File: src/rtl/olsc_pkg.sv
// Shared types and constants for the offset linear score classifier.
`timescale 1ns / 1ps

package olsc_pkg;

	localparam int SAMPLE_W = 16;
	localparam int COEF_W   = 16;
	localparam int DIFF_W   = SAMPLE_W + 1;
	localparam int PROD_W   = DIFF_W + COEF_W;
	localparam int ACC_W    = 40;
	localparam int IDX_W    = 5;
	localparam int POS_W    = 6;
	localparam int NW_W     = 6;
	localparam int IN_TDATA_W  = 56;
	localparam int OUT_TDATA_W = 40;

	// tuser kind codes on the input side
	localparam logic CMD_LOAD   = 1'b0;
	localparam logic CMD_SAMPLE = 1'b1;

	// Q8.8 minus one: stops accumulation for the rest of the row
	localparam logic signed [SAMPLE_W-1:0] MINUS_ONE_Q88 = -16'sd256;

	localparam logic [NW_W-1:0]  NUM_WEIGHTS_RST = 6'd20;
	localparam logic [POS_W-1:0] POS_MAX = '1;

	// one sample word leaving the control stage
	typedef struct packed {
		logic                       term;
		logic                       last;
		logic signed [SAMPLE_W-1:0] sample;
		logic signed [COEF_W-1:0]   middle;
		logic signed [COEF_W-1:0]   weight;
	} s1_word_t;

endpackage

File: src/rtl/olsc_ctrl.sv
// Row control, coefficient memory and first pipeline register.
`timescale 1ns / 1ps

module olsc_ctrl import olsc_pkg::*; #(
	parameter int MAX_WEIGHTS = 32
) (
	input  logic                        clk,
	input  logic                        arst_n,
	input  logic                        cfg_we,
	input  logic [NW_W-1:0]             cfg_wdata,
	input  logic                        in_valid,
	output logic                        in_ready,
	input  logic                        cmd,
	input  logic [IDX_W-1:0]            coef_index,
	input  logic signed [COEF_W-1:0]    middle,
	input  logic signed [COEF_W-1:0]    weight,
	input  logic signed [SAMPLE_W-1:0]  sample,
	input  logic                        last,
	output logic                        s1_valid,
	output s1_word_t                    s1_word,
	input  logic                        s1_take
);

	localparam int AW    = (MAX_WEIGHTS > 1) ? $clog2(MAX_WEIGHTS) : 1;
	localparam int LIM_W = NW_W + 1;
	localparam logic [LIM_W-1:0] MAX_LIM = LIM_W'(MAX_WEIGHTS);

	logic signed [COEF_W-1:0] mid_mem [MAX_WEIGHTS];
	logic signed [COEF_W-1:0] wt_mem  [MAX_WEIGHTS];

	logic [NW_W-1:0]  num_weights_q;
	logic [POS_W-1:0] row_pos_q;
	logic             first_seen_q;
	logic             leading_done_q;
	logic             halted_q;

	logic                       valid_s1;
	logic                       term_s1;
	logic                       last_s1;
	logic signed [SAMPLE_W-1:0] sample_s1;
	logic signed [COEF_W-1:0]   middle_s1;
	logic signed [COEF_W-1:0]   weight_s1;

	logic             accept;
	logic             acc_sample;
	logic             acc_load;
	logic [LIM_W-1:0] limit;
	logic [LIM_W-1:0] slot_ext;
	logic [POS_W-1:0] slot6;
	logic             try_add;
	logic             in_range;
	logic             term_en;
	logic             halt_now;
	logic             lead_now;

	assign in_ready   = !valid_s1 || s1_take;
	assign accept     = in_valid && in_ready;
	assign acc_sample = accept && (cmd == CMD_SAMPLE);
	assign acc_load   = accept && (cmd == CMD_LOAD);

	assign limit    = ({1'b0, num_weights_q} < MAX_LIM) ? {1'b0, num_weights_q} : MAX_LIM;
	assign slot6    = POS_W'(coef_index);
	assign slot_ext = LIM_W'(coef_index);

	always_comb begin
		try_add  = 1'b0;
		lead_now = 1'b0;
		if (first_seen_q) begin
			if (!leading_done_q) begin
				if (sample != '0) begin
					lead_now = 1'b1;
					try_add  = 1'b1;
				end
			end else begin
				try_add = 1'b1;
			end
		end
		in_range = !halted_q && ({1'b0, row_pos_q} < limit);
		halt_now = try_add && in_range && (sample == MINUS_ONE_Q88);
		term_en  = try_add && in_range && (sample != MINUS_ONE_Q88);
	end

	// config register
	always_ff @(posedge clk or negedge arst_n) begin
		if (!arst_n) begin
			num_weights_q <= NUM_WEIGHTS_RST;
		end else if (cfg_we) begin
			num_weights_q <= cfg_wdata;
		end
	end

	// row state, cleared on the word that closes a row
	always_ff @(posedge clk or negedge arst_n) begin
		if (!arst_n) begin
			row_pos_q      <= '0;
			first_seen_q   <= 1'b0;
			leading_done_q <= 1'b0;
			halted_q       <= 1'b0;
		end else if (acc_sample) begin
			if (last) begin
				row_pos_q      <= '0;
				first_seen_q   <= 1'b0;
				leading_done_q <= 1'b0;
				halted_q       <= 1'b0;
			end else begin
				first_seen_q <= 1'b1;
				if (lead_now) leading_done_q <= 1'b1;
				if (halt_now) halted_q <= 1'b1;
				if (term_en && (row_pos_q != POS_MAX)) row_pos_q <= row_pos_q + 1'b1;
			end
		end
	end

	// coefficient memory: write on load words, registered read on sample words
	always_ff @(posedge clk) begin
		if (acc_load && (slot_ext < MAX_LIM)) begin
			mid_mem[slot6[AW-1:0]] <= middle;
			wt_mem[slot6[AW-1:0]]  <= weight;
		end
		if (acc_sample) begin
			middle_s1 <= mid_mem[row_pos_q[AW-1:0]];
			weight_s1 <= wt_mem[row_pos_q[AW-1:0]];
			sample_s1 <= sample;
			term_s1   <= term_en;
			last_s1   <= last;
		end
	end

	always_ff @(posedge clk or negedge arst_n) begin
		if (!arst_n) begin
			valid_s1 <= 1'b0;
		end else if (acc_sample) begin
			valid_s1 <= 1'b1;
		end else if (s1_take) begin
			valid_s1 <= 1'b0;
		end
	end

	assign s1_valid        = valid_s1;
	assign s1_word.term    = term_s1;
	assign s1_word.last    = last_s1;
	assign s1_word.sample  = sample_s1;
	assign s1_word.middle  = middle_s1;
	assign s1_word.weight  = weight_s1;

	a_lead_needs_first: assert property (@(posedge clk) disable iff (!arst_n)
		leading_done_q |-> first_seen_q)
		else $error("leading_done set without first sample");

	a_halt_needs_lead: assert property (@(posedge clk) disable iff (!arst_n)
		halted_q |-> leading_done_q)
		else $error("halted before leading zeros done");

	a_pos_needs_lead: assert property (@(posedge clk) disable iff (!arst_n)
		(row_pos_q != '0) |-> leading_done_q)
		else $error("terms counted before leading zeros done");

endmodule

File: src/rtl/olsc_mac.sv
// Multiply stage, row accumulator and output register.
`timescale 1ns / 1ps

module olsc_mac import olsc_pkg::*; (
	input  logic                         clk,
	input  logic                         arst_n,
	input  logic                         s1_valid,
	input  s1_word_t                     s1_word,
	output logic                         s1_take,
	output logic                         out_valid,
	input  logic                         out_ready,
	output logic signed [ACC_W-1:0]      score,
	output logic                         is_positive
);

	logic                     valid_s2;
	logic                     term_s2;
	logic                     last_s2;
	logic signed [PROD_W-1:0] prod_s2;

	logic signed [ACC_W-1:0] acc_q;
	logic signed [ACC_W-1:0] score_q;
	logic                    out_valid_q;

	logic                    slot_free;
	logic                    s2_move;
	logic signed [DIFF_W-1:0] diff;
	logic signed [ACC_W-1:0] sum;

	assign slot_free = !out_valid_q || out_ready;
	// a non-last word only updates the accumulator and needs no output slot
	assign s2_move   = valid_s2 && (!last_s2 || slot_free);
	assign s1_take   = !valid_s2 || s2_move;

	assign diff = DIFF_W'(s1_word.sample) - DIFF_W'(s1_word.middle);

	always_ff @(posedge clk) begin
		if (s1_take && s1_valid) begin
			prod_s2 <= diff * s1_word.weight;
			term_s2 <= s1_word.term;
			last_s2 <= s1_word.last;
		end
	end

	always_ff @(posedge clk or negedge arst_n) begin
		if (!arst_n) begin
			valid_s2 <= 1'b0;
		end else if (s1_take) begin
			valid_s2 <= s1_valid;
		end
	end

	assign sum = term_s2 ? (acc_q + ACC_W'(prod_s2)) : acc_q;

	always_ff @(posedge clk or negedge arst_n) begin
		if (!arst_n) begin
			acc_q <= '0;
		end else if (s2_move) begin
			acc_q <= last_s2 ? '0 : sum;
		end
	end

	always_ff @(posedge clk or negedge arst_n) begin
		if (!arst_n) begin
			out_valid_q <= 1'b0;
		end else if (s2_move && last_s2) begin
			out_valid_q <= 1'b1;
		end else if (out_ready) begin
			out_valid_q <= 1'b0;
		end
	end

	always_ff @(posedge clk) begin
		if (s2_move && last_s2) begin
			score_q <= sum;
		end
	end

	assign out_valid   = out_valid_q;
	assign score       = score_q;
	assign is_positive = !score_q[ACC_W-1] && (score_q != '0);

	a_acc_clear_after_row: assert property (@(posedge clk) disable iff (!arst_n)
		(s2_move && last_s2) |=> (acc_q == '0))
		else $error("accumulator not cleared after row end");

endmodule

File: src/rtl/offset_linear_score_classifier.sv
// Top level of the offset linear score classifier.
`timescale 1ns / 1ps

// Path: a row's closing word passes the coefficient read register, the product register
//   and the output register (coefficient read, multiply, accumulate), m_tvalid high until taken.
// Throughput: one word per cycle on s_* while not stalled, loads and samples alike; the MAC
//   stage stalls only when a row's closing word meets a score still waiting in the output register.
// Reset (arst_n low, async): row state, accumulator and valids clear,
//   num_weights returns to 20; coefficient memory is not cleared.

module offset_linear_score_classifier import olsc_pkg::*; #(
	parameter int MAX_WEIGHTS = 32
) (
	input  logic                    clk,
	input  logic                    arst_n,
	// config: num_weights
	input  logic                    cfg_we,
	input  logic [NW_W-1:0]         cfg_wdata,
	// input stream
	input  logic                    s_tvalid,
	output logic                    s_tready,
	// [4:0] coef_index, [20:5] middle, [36:21] weight, [52:37] sample, [55:53] zero
	input  logic [IN_TDATA_W-1:0]   s_tdata,
	input  logic                    s_tlast,   // last word of a row
	input  logic                    s_tuser,   // [0] cmd
	// result stream
	output logic                    m_tvalid,
	input  logic                    m_tready,
	output logic [OUT_TDATA_W-1:0]  m_tdata,   // [39:0] score
	output logic                    m_tuser    // [0] is_positive
);

	logic                 s1_valid;
	s1_word_t             s1_word;
	logic                 s1_take;
	logic signed [ACC_W-1:0] score;

	// Stage 0: row control decides whether a sample is a term, and the middle/weight
	// pair at the current row position is read from memory into the first pipeline register.
	olsc_ctrl #(
		.MAX_WEIGHTS (MAX_WEIGHTS)
	) u_ctrl (
		.clk        (clk),
		.arst_n     (arst_n),
		.cfg_we     (cfg_we),
		.cfg_wdata  (cfg_wdata),
		.in_valid   (s_tvalid),
		.in_ready   (s_tready),
		.cmd        (s_tuser),
		.coef_index (s_tdata[4:0]),
		.middle     (s_tdata[20:5]),
		.weight     (s_tdata[36:21]),
		.sample     (s_tdata[52:37]),
		.last       (s_tlast),
		.s1_valid   (s1_valid),
		.s1_word    (s1_word),
		.s1_take    (s1_take)
	);

	// Stages 1-2: (sample - middle) * weight is registered, then summed into
	// the row accumulator; the closing word moves the sum to the output.
	olsc_mac u_mac (
		.clk         (clk),
		.arst_n      (arst_n),
		.s1_valid    (s1_valid),
		.s1_word     (s1_word),
		.s1_take     (s1_take),
		.out_valid   (m_tvalid),
		.out_ready   (m_tready),
		.score       (score),
		.is_positive (m_tuser)
	);

	assign m_tdata = OUT_TDATA_W'(score);

endmodule
File: config.mk
export PLATFORM = sky130hd
export DESIGN_NAME = offset_linear_score_classifier
export DESIGN_NICKNAME = d
export VERILOG_FILES = /design/src/rtl/olsc_pkg.sv /design/src/rtl/olsc_ctrl.sv /design/src/rtl/olsc_mac.sv /design/src/rtl/offset_linear_score_classifier.sv
export SDC_FILE = /design/constraint.sdc
export NUM_CORES = 2
export LEC_CHECK = 0
export BUFFER_PORTS_ARGS = -buffer_cell sky130_fd_sc_hd__buf_4
export CAP_MARGIN = 20
export CORE_AREA = 5 5 300 302
export CTS_CLUSTER_SIZE = 14
export DETAILED_ROUTE_END_ITERATION = 10
export DIE_AREA = 0 0 305 307
export GPL_TIMING_DRIVEN = 0
export PLACE_DENSITY_LB_ADDON = 0.3
export SETUP_SLACK_MARGIN = 0.5
export SKIP_LAST_GASP = 1
export SLEW_MARGIN = 30
export SYNTH_ARGS = -nofsm -noshare
export SYNTH_HDL_FRONTEND = slang
export SYNTH_SLANG_ARGS = --single-unit
File: constraint.sdc
create_clock -name clk -period 14 [get_ports clk]
set_input_delay 0 -clock clk [delete_from_list [all_inputs] [get_ports clk]]
set_output_delay 0 -clock clk [all_outputs]
set_load 0.01 [all_outputs]
# Word level (Yosys, flattened, before mapping)

Memories as Yosys holds them, arrays and structs flattened. A register that Yosys moved wholly into a read port is not among the register bits.
Index checks and enable logic that the tools add are counted.

Mux-type cells: 21
Reduce and logical (&&, ||, !) cells: 33
Bitwise operators: 1
$lt $le $gt $ge: 3
Equal/unequal tests: 3
Add/subtract/negate cells: 3
Multipliers: 1

Operators with widths:

| kind                                                        | number |
|---|---|
| two-way mux 40 bit                                          | 2 |
| adder 40 x 33 -> 40 bit                                     | 1 |
| nonzero test 40 bit                                         | 1 |
| multiplier 17 x 16 -> 33 bit                                | 1 |
| two-way mux 6 bit                                           | 3 |
| subtractor 16 x 16 -> 17 bit                                | 1 |
| == test 16 x 9 -> 1 bit (second input constant)             | 1 |
| two-way mux 1 bit                                           | 16 |
| != test 16 x 9 -> 1 bit (second input constant)             | 1 |
| nonzero test 16 bit                                         | 1 |
| logical AND 1 bit                                           | 13 |
| nonzero test 2 bit                                          | 5 |
| less-than comparator 6 x 7 -> 1 bit                         | 1 |
| adder 6 x 1 -> 6 bit (second input constant)                | 1 |
| logical NOT 1 bit                                           | 6 |
| less-than comparator 5 x 6 -> 1 bit (second input constant) | 1 |
| less-than comparator 6 bit (second input constant)          | 1 |
| != test 6 bit (second input constant)                       | 1 |
| AND reduction 2 bit                                         | 3 |
| logical OR 1 bit                                            | 4 |
| NOT 1 bit                                                   | 1 |

Output and inout port bits: 43
Bits in writable memories: 1,024
Word-level logic and storage cells: 83
Memories kept: 2
Register bits after elaboration: 151
Input port bits: 69

Memory list:

| name           | depth | bits a word | rd ports | clocked after Yosys merged registers in | wr ports | RTL line        | source |
|---|---|---|---|---|---|---|---|
| u_ctrl.mid_mem | 32    | 16          | 1        | 1                                       | 1        | olsc_ctrl.sv:28 | `logic signed [COEF_W-1:0] mid_mem [MAX_WEIGHTS];` |
| u_ctrl.wt_mem  | 32    | 16          | 1        | 1                                       | 1        | olsc_ctrl.sv:29 | `logic signed [COEF_W-1:0] wt_mem [MAX_WEIGHTS];` |

# Depth between registers and ports, before layout

Word-level depth: 11
Mapped depth: 34
Depth with buffers taken out: 34

# Modules after synthesis

From an unflattened synthesis, not the netlist that was laid out.

Cells, all modules: 3,969
Area, all modules: 60,051.3 um2

By module, submodules not included:

| module    | times used | area each (um2) | cells each |
|---|---|---|---|
| olsc_ctrl | 1          | 41,865.2        | 2,025 |
| olsc_mac  | 1          | 18,186.2        | 1,944 |

# Worst setup path before layout

OpenSTA, ideal clock, no wires.

Path type: flip-flop to flip-flop
Start: register u_ctrl.middle_s1[0] (read register of u_ctrl.mid_mem)
End: register u_mac.prod_s2[31], data pin
Arrival: 8.076 ns
Path buffers: 1
Stages on the path, launching flop included: 31
Setup slack: 5.666 ns
Clock period less this slack: 8.334 ns
Path through: edfxtp_1 ha_1 fa_1 nor2b_1 o21ai_0 a21boi_0 o21ai_1 a211oi_1 nor3_1 nor3_1 o31ai_1 clkbuf_1 and2_1 fa_1 inv_1 fa_1 inv_1 fa_1 fa_1 fa_1 inv_1 fa_1 inv_1 ha_1 and4_1 a211o_1 or3_1 o211a_1 a2111o_1 a21oi_2 xnor2_1

Cells in the longest elaborated chain, start to end: 2

Ends and longest elaborated chain:

| item                         | RTL line        | source |
|---|---|---|
| start, declared              | olsc_ctrl.sv:41 | `logic signed [COEF_W-1:0] middle_s1;` |
| subtractor 16 x 16 -> 17 bit | olsc_mac.sv:35  | `assign diff = DIFF_W'(s1_word.sample) - DIFF_W'(s1_word.middle);` |
| multiplier 17 x 16 -> 33 bit | olsc_mac.sv:39  | `prod_s2 <= diff * s1_word.weight;` |
| end signal, assigned         | olsc_mac.sv:39  |  |
| end, declared                | olsc_mac.sv:19  | `logic signed [PROD_W-1:0] prod_s2;` |

No other way between the ends.
A chain may end at the register's enable or synchronous reset.

# Worst setup path after layout

Ends and elaborated chain as after synthesis.

==> impl_results.md <==
* Status: complete, no violations
* FF-to-FF path depth at 30
* CP Launch Type: flop
* Routed len/inst at 36.1 um
* Worst min-delay path class: in2reg
* Synth Flop Type: edfxtp_1
* Final worst path period share at 0.734
* R2R Path Start: u_ctrl.middle_s1[0]$_DFFE_PP_
* Largest net degree at the start of global routing at 57
* RR Endpoint: u_mac.prod_s2[31]$_DFFE_PP_
* Most numerous cell in the Yosys netlist: edfxtp_1
* Worst skew pair latency at ~0.72 ns
* CTS tree: yes
* Vias in the first global route at 36.8k
* Final cell area excluding filler cells at 67300 sq um
* Largest cells by area after synthesis: edfxtp_1 (59%), mux4_2 (12%), fa_1 (9.5%)
* Total CTS buffers at 113
* Crit end category: flop
* # setup viols final at 0
* I/O Buffers at roughly 110
* Detailed Route WL at approximately 180000 um
* Post-DP HPWL at roughly 110000 um
* Number of distinct library cells after synthesis at 64
* GP Congestion at 0.922
* # placed instances at 4783
* Post-synth EDFFs at between 1k and 1.5k
* Initial antenna violation count at 12
* First-pass GRT wire length at ~260000 um
* H-tree depth at 3
* Cells after Synth at 3442
* Register bit total from synthesis at 1207
* Post-synthesis sequential area ratio at 0.614
* Die height at 307 um
* Initial Util at 0.670
* Crit path DAT at 10.70 ns
* Slew Viols, Final at 0
* Register area at 36000 sq um
* FMAX at 0.0973 GHz
* Die Footprint at roughly 94000 sq um
* Leading area contributor after synthesis: edfxtp_1
* Top-Level Pins at 112
* Share of post-route cells with drive strength above 1 at 0.212
* Final nets at 4293
* Gr ovfl total at 0
* RSZ-0062 raised after global routing: no
* Clk pin slew, worst setup/hold paths at 0.07 ns
* Drc violations at 0
* Fill cells at roughly 4.5k
* Max incr delay on CP at 0.69 ns
* Antenna viol nets, final at 0
* Top cells by count, synth: edfxtp_1 (1149), inv_1 (341), mux4_2 (320)
* DR pass1 iterations at 9
* Worst Hold End: u_ctrl.first_seen_q$_DFFE_PN0P_
* Maximum buffer depth of the clock tree at 3
* Mean cell area of the mapped netlist at roughly 17 sq um
* Top-area cell type share of the netlist area at 0.589
* Clock skew at between 0.02 and 0.025 ns
* Area after DPL at 63000 sq um
* Syn_nets at 3934
* Slew HR at 0.237
* Hold Path Origin: s_tuser
* DR vias at roughly 36k
* Crit Path Class: reg2reg
* Vias per cell at approximately 7.2
* Max cap viols at 0
* FFs w/ async S/R, synth at 0.0481
* Multi-input gate area at about 21000 sq um
* GRT Total Usage at 0.393
* Sink Count at 1207
* CP max stage cell: fa_1
* Worst Path Required at ~14 ns
* Cells on Worst Hold Path at 3
* DR iter-0 viols at 5776
* Clock Tree Root: clkbuf_16
* Synthesized area at 58600 sq um
* P&R area growth vs syn at 14.9%
* Worst-margin pin slew at 1.14 ns
* Final instance count without filler cells at 5067
* Setup TNS at 0 ns
* Cell mode on critical path: fa_1
* Worst R2R Setup Slack at 3.72 ns
* Minimum clock period at 10.28 ns
* Core ar. at 87400 sq um
* Worst Path Max Fanout at 10
* Final hold violations at 0
* Yosys warns at 0
* Die Wd at ~310 um
* Cell Rows at ~110
routing by layer:
layer | GRT usage | part of all wire | vias to the layer above
li1 | - | - | 13600
met1 | 0.487 | 0.32 | 18300
met2 | 0.644 | 0.48 | 3500
met3 | 0.0941 | 0.12 | 886
met4 | 0.233 | 0.079 | 2
met5 | 0 | 0.000038 | -
sequential cells by signal, summed over array words and instances (netlist names):
name                   cells
u_mac.term_s2              1
u_ctrl.first_seen_q        1
u_ctrl.weight_s1          16
u_ctrl.num_weights_q       6
u_ctrl.mid_mem           512
u_mac.last_s2              1
u_mac.acc_q               40
u_ctrl.leading_done_q      1
u_mac.valid_s2             1
u_ctrl.last_s1             1
u_mac.prod_s2             33
u_ctrl.row_pos_q           6
u_ctrl.middle_s1          16
u_ctrl.halted_q            1
u_ctrl.term_s1             1
u_ctrl.wt_mem            512
u_ctrl.sample_s1          16
u_mac.out_valid            1
u_ctrl.s1_valid            1
u_mac.score               40
timing repair:
item | CTS | global route
buffers inserted | 0 | 0
gates resized for setup | 0 | 0
hold endpoints to repair | 1122 | 0
hold buffers | 68 | 0
critical path: cells and delay by family (launching register included):
kind            cells  cell delay (ns)
compound gates      9             2.42
xor+xnor            1             0.33
fa+ha+maj           9             4.46
buf+inv             5             0.77
flops               1             0.38
simple gates        6             1.60
stage by stage:
step                      setup WS (ns)  hold slack, ns  utilization
after floorplan                    5.67          -0.296            -
after global placement             4.03           0.140        0.696
after CTS                          3.89         0.00343        0.770
final                              3.72          0.0465        0.770
after global routing               3.45          0.0330        0.770
after detailed placement           4.15           0.141        0.720
kinds of logic (layout without fill, tap and decap cells):
group / count (synthesis) / after routing / share of synthesized area
simple gates: 557 / 557 / 0.0463
flops: 1207 / 1207 / 0.614
mux: 392 / 392 / 0.137
other cells: 0 / 8 / 0
compound gates: 290 / 290 / 0.0327
xor+xnor: 88 / 88 / 0.0132
fa+ha+maj: 423 / 423 / 0.126
buf+inv: 485 / 937 / 0.0311
how the worst max path moves through the flow:
stage / slack, ns / to / startpoint / depth (start not counted)
3_5_place_dp: 4.15 / u_mac.prod_s2[31]$_DFFE_PP_ / u_ctrl.middle_s1[0]$_DFFE_PP_ / 30
2_1_floorplan: 5.67 / u_mac.prod_s2[31]$_DFFE_PP_ / u_ctrl.middle_s1[0]$_DFFE_PP_ / 30
4_1_cts: 3.89 / u_mac.prod_s2[31]$_DFFE_PP_ / u_ctrl.middle_s1[0]$_DFFE_PP_ / 30
6_report: 3.72 / u_mac.prod_s2[31]$_DFFE_PP_ / u_ctrl.middle_s1[0]$_DFFE_PP_ / 30
3_3_place_gp: 4.03 / u_mac.prod_s2[32]$_DFFE_PP_ / u_ctrl.middle_s1[1]$_DFFE_PP_ / 30
5_1_grt: 3.45 / u_mac.prod_s2[31]$_DFFE_PP_ / u_ctrl.middle_s1[0]$_DFFE_PP_ / 30
area by class of cell:
class	count	share of cell area
Sequential cell	1207	0.534
Timing Repair Buffer	244	0.0489
Clock inverter	58	0.00959
Multi-Input combinational cell	1750	0.313
Antenna cell	8	0.000297
Buffer	144	0.00901
Inverter	341	0.0190
Tap cell	1165	0.0216
Clock buffer	150	0.0444
layout by cell type, fill, tap and decap left out, types with 106 or more instances in the layout:
cell type  instances
clkbuf_16        113
buf_4            107
clkbuf_1         121
edfxtp_1        1149
fa_1             278
ha_1             145
inv_1            340
mux4_2           320
nand2_1          210
and2_1           106
Power is not shown: default switching activity piles up to over one toggle a cycle in this logic, so the estimate is an artifact.
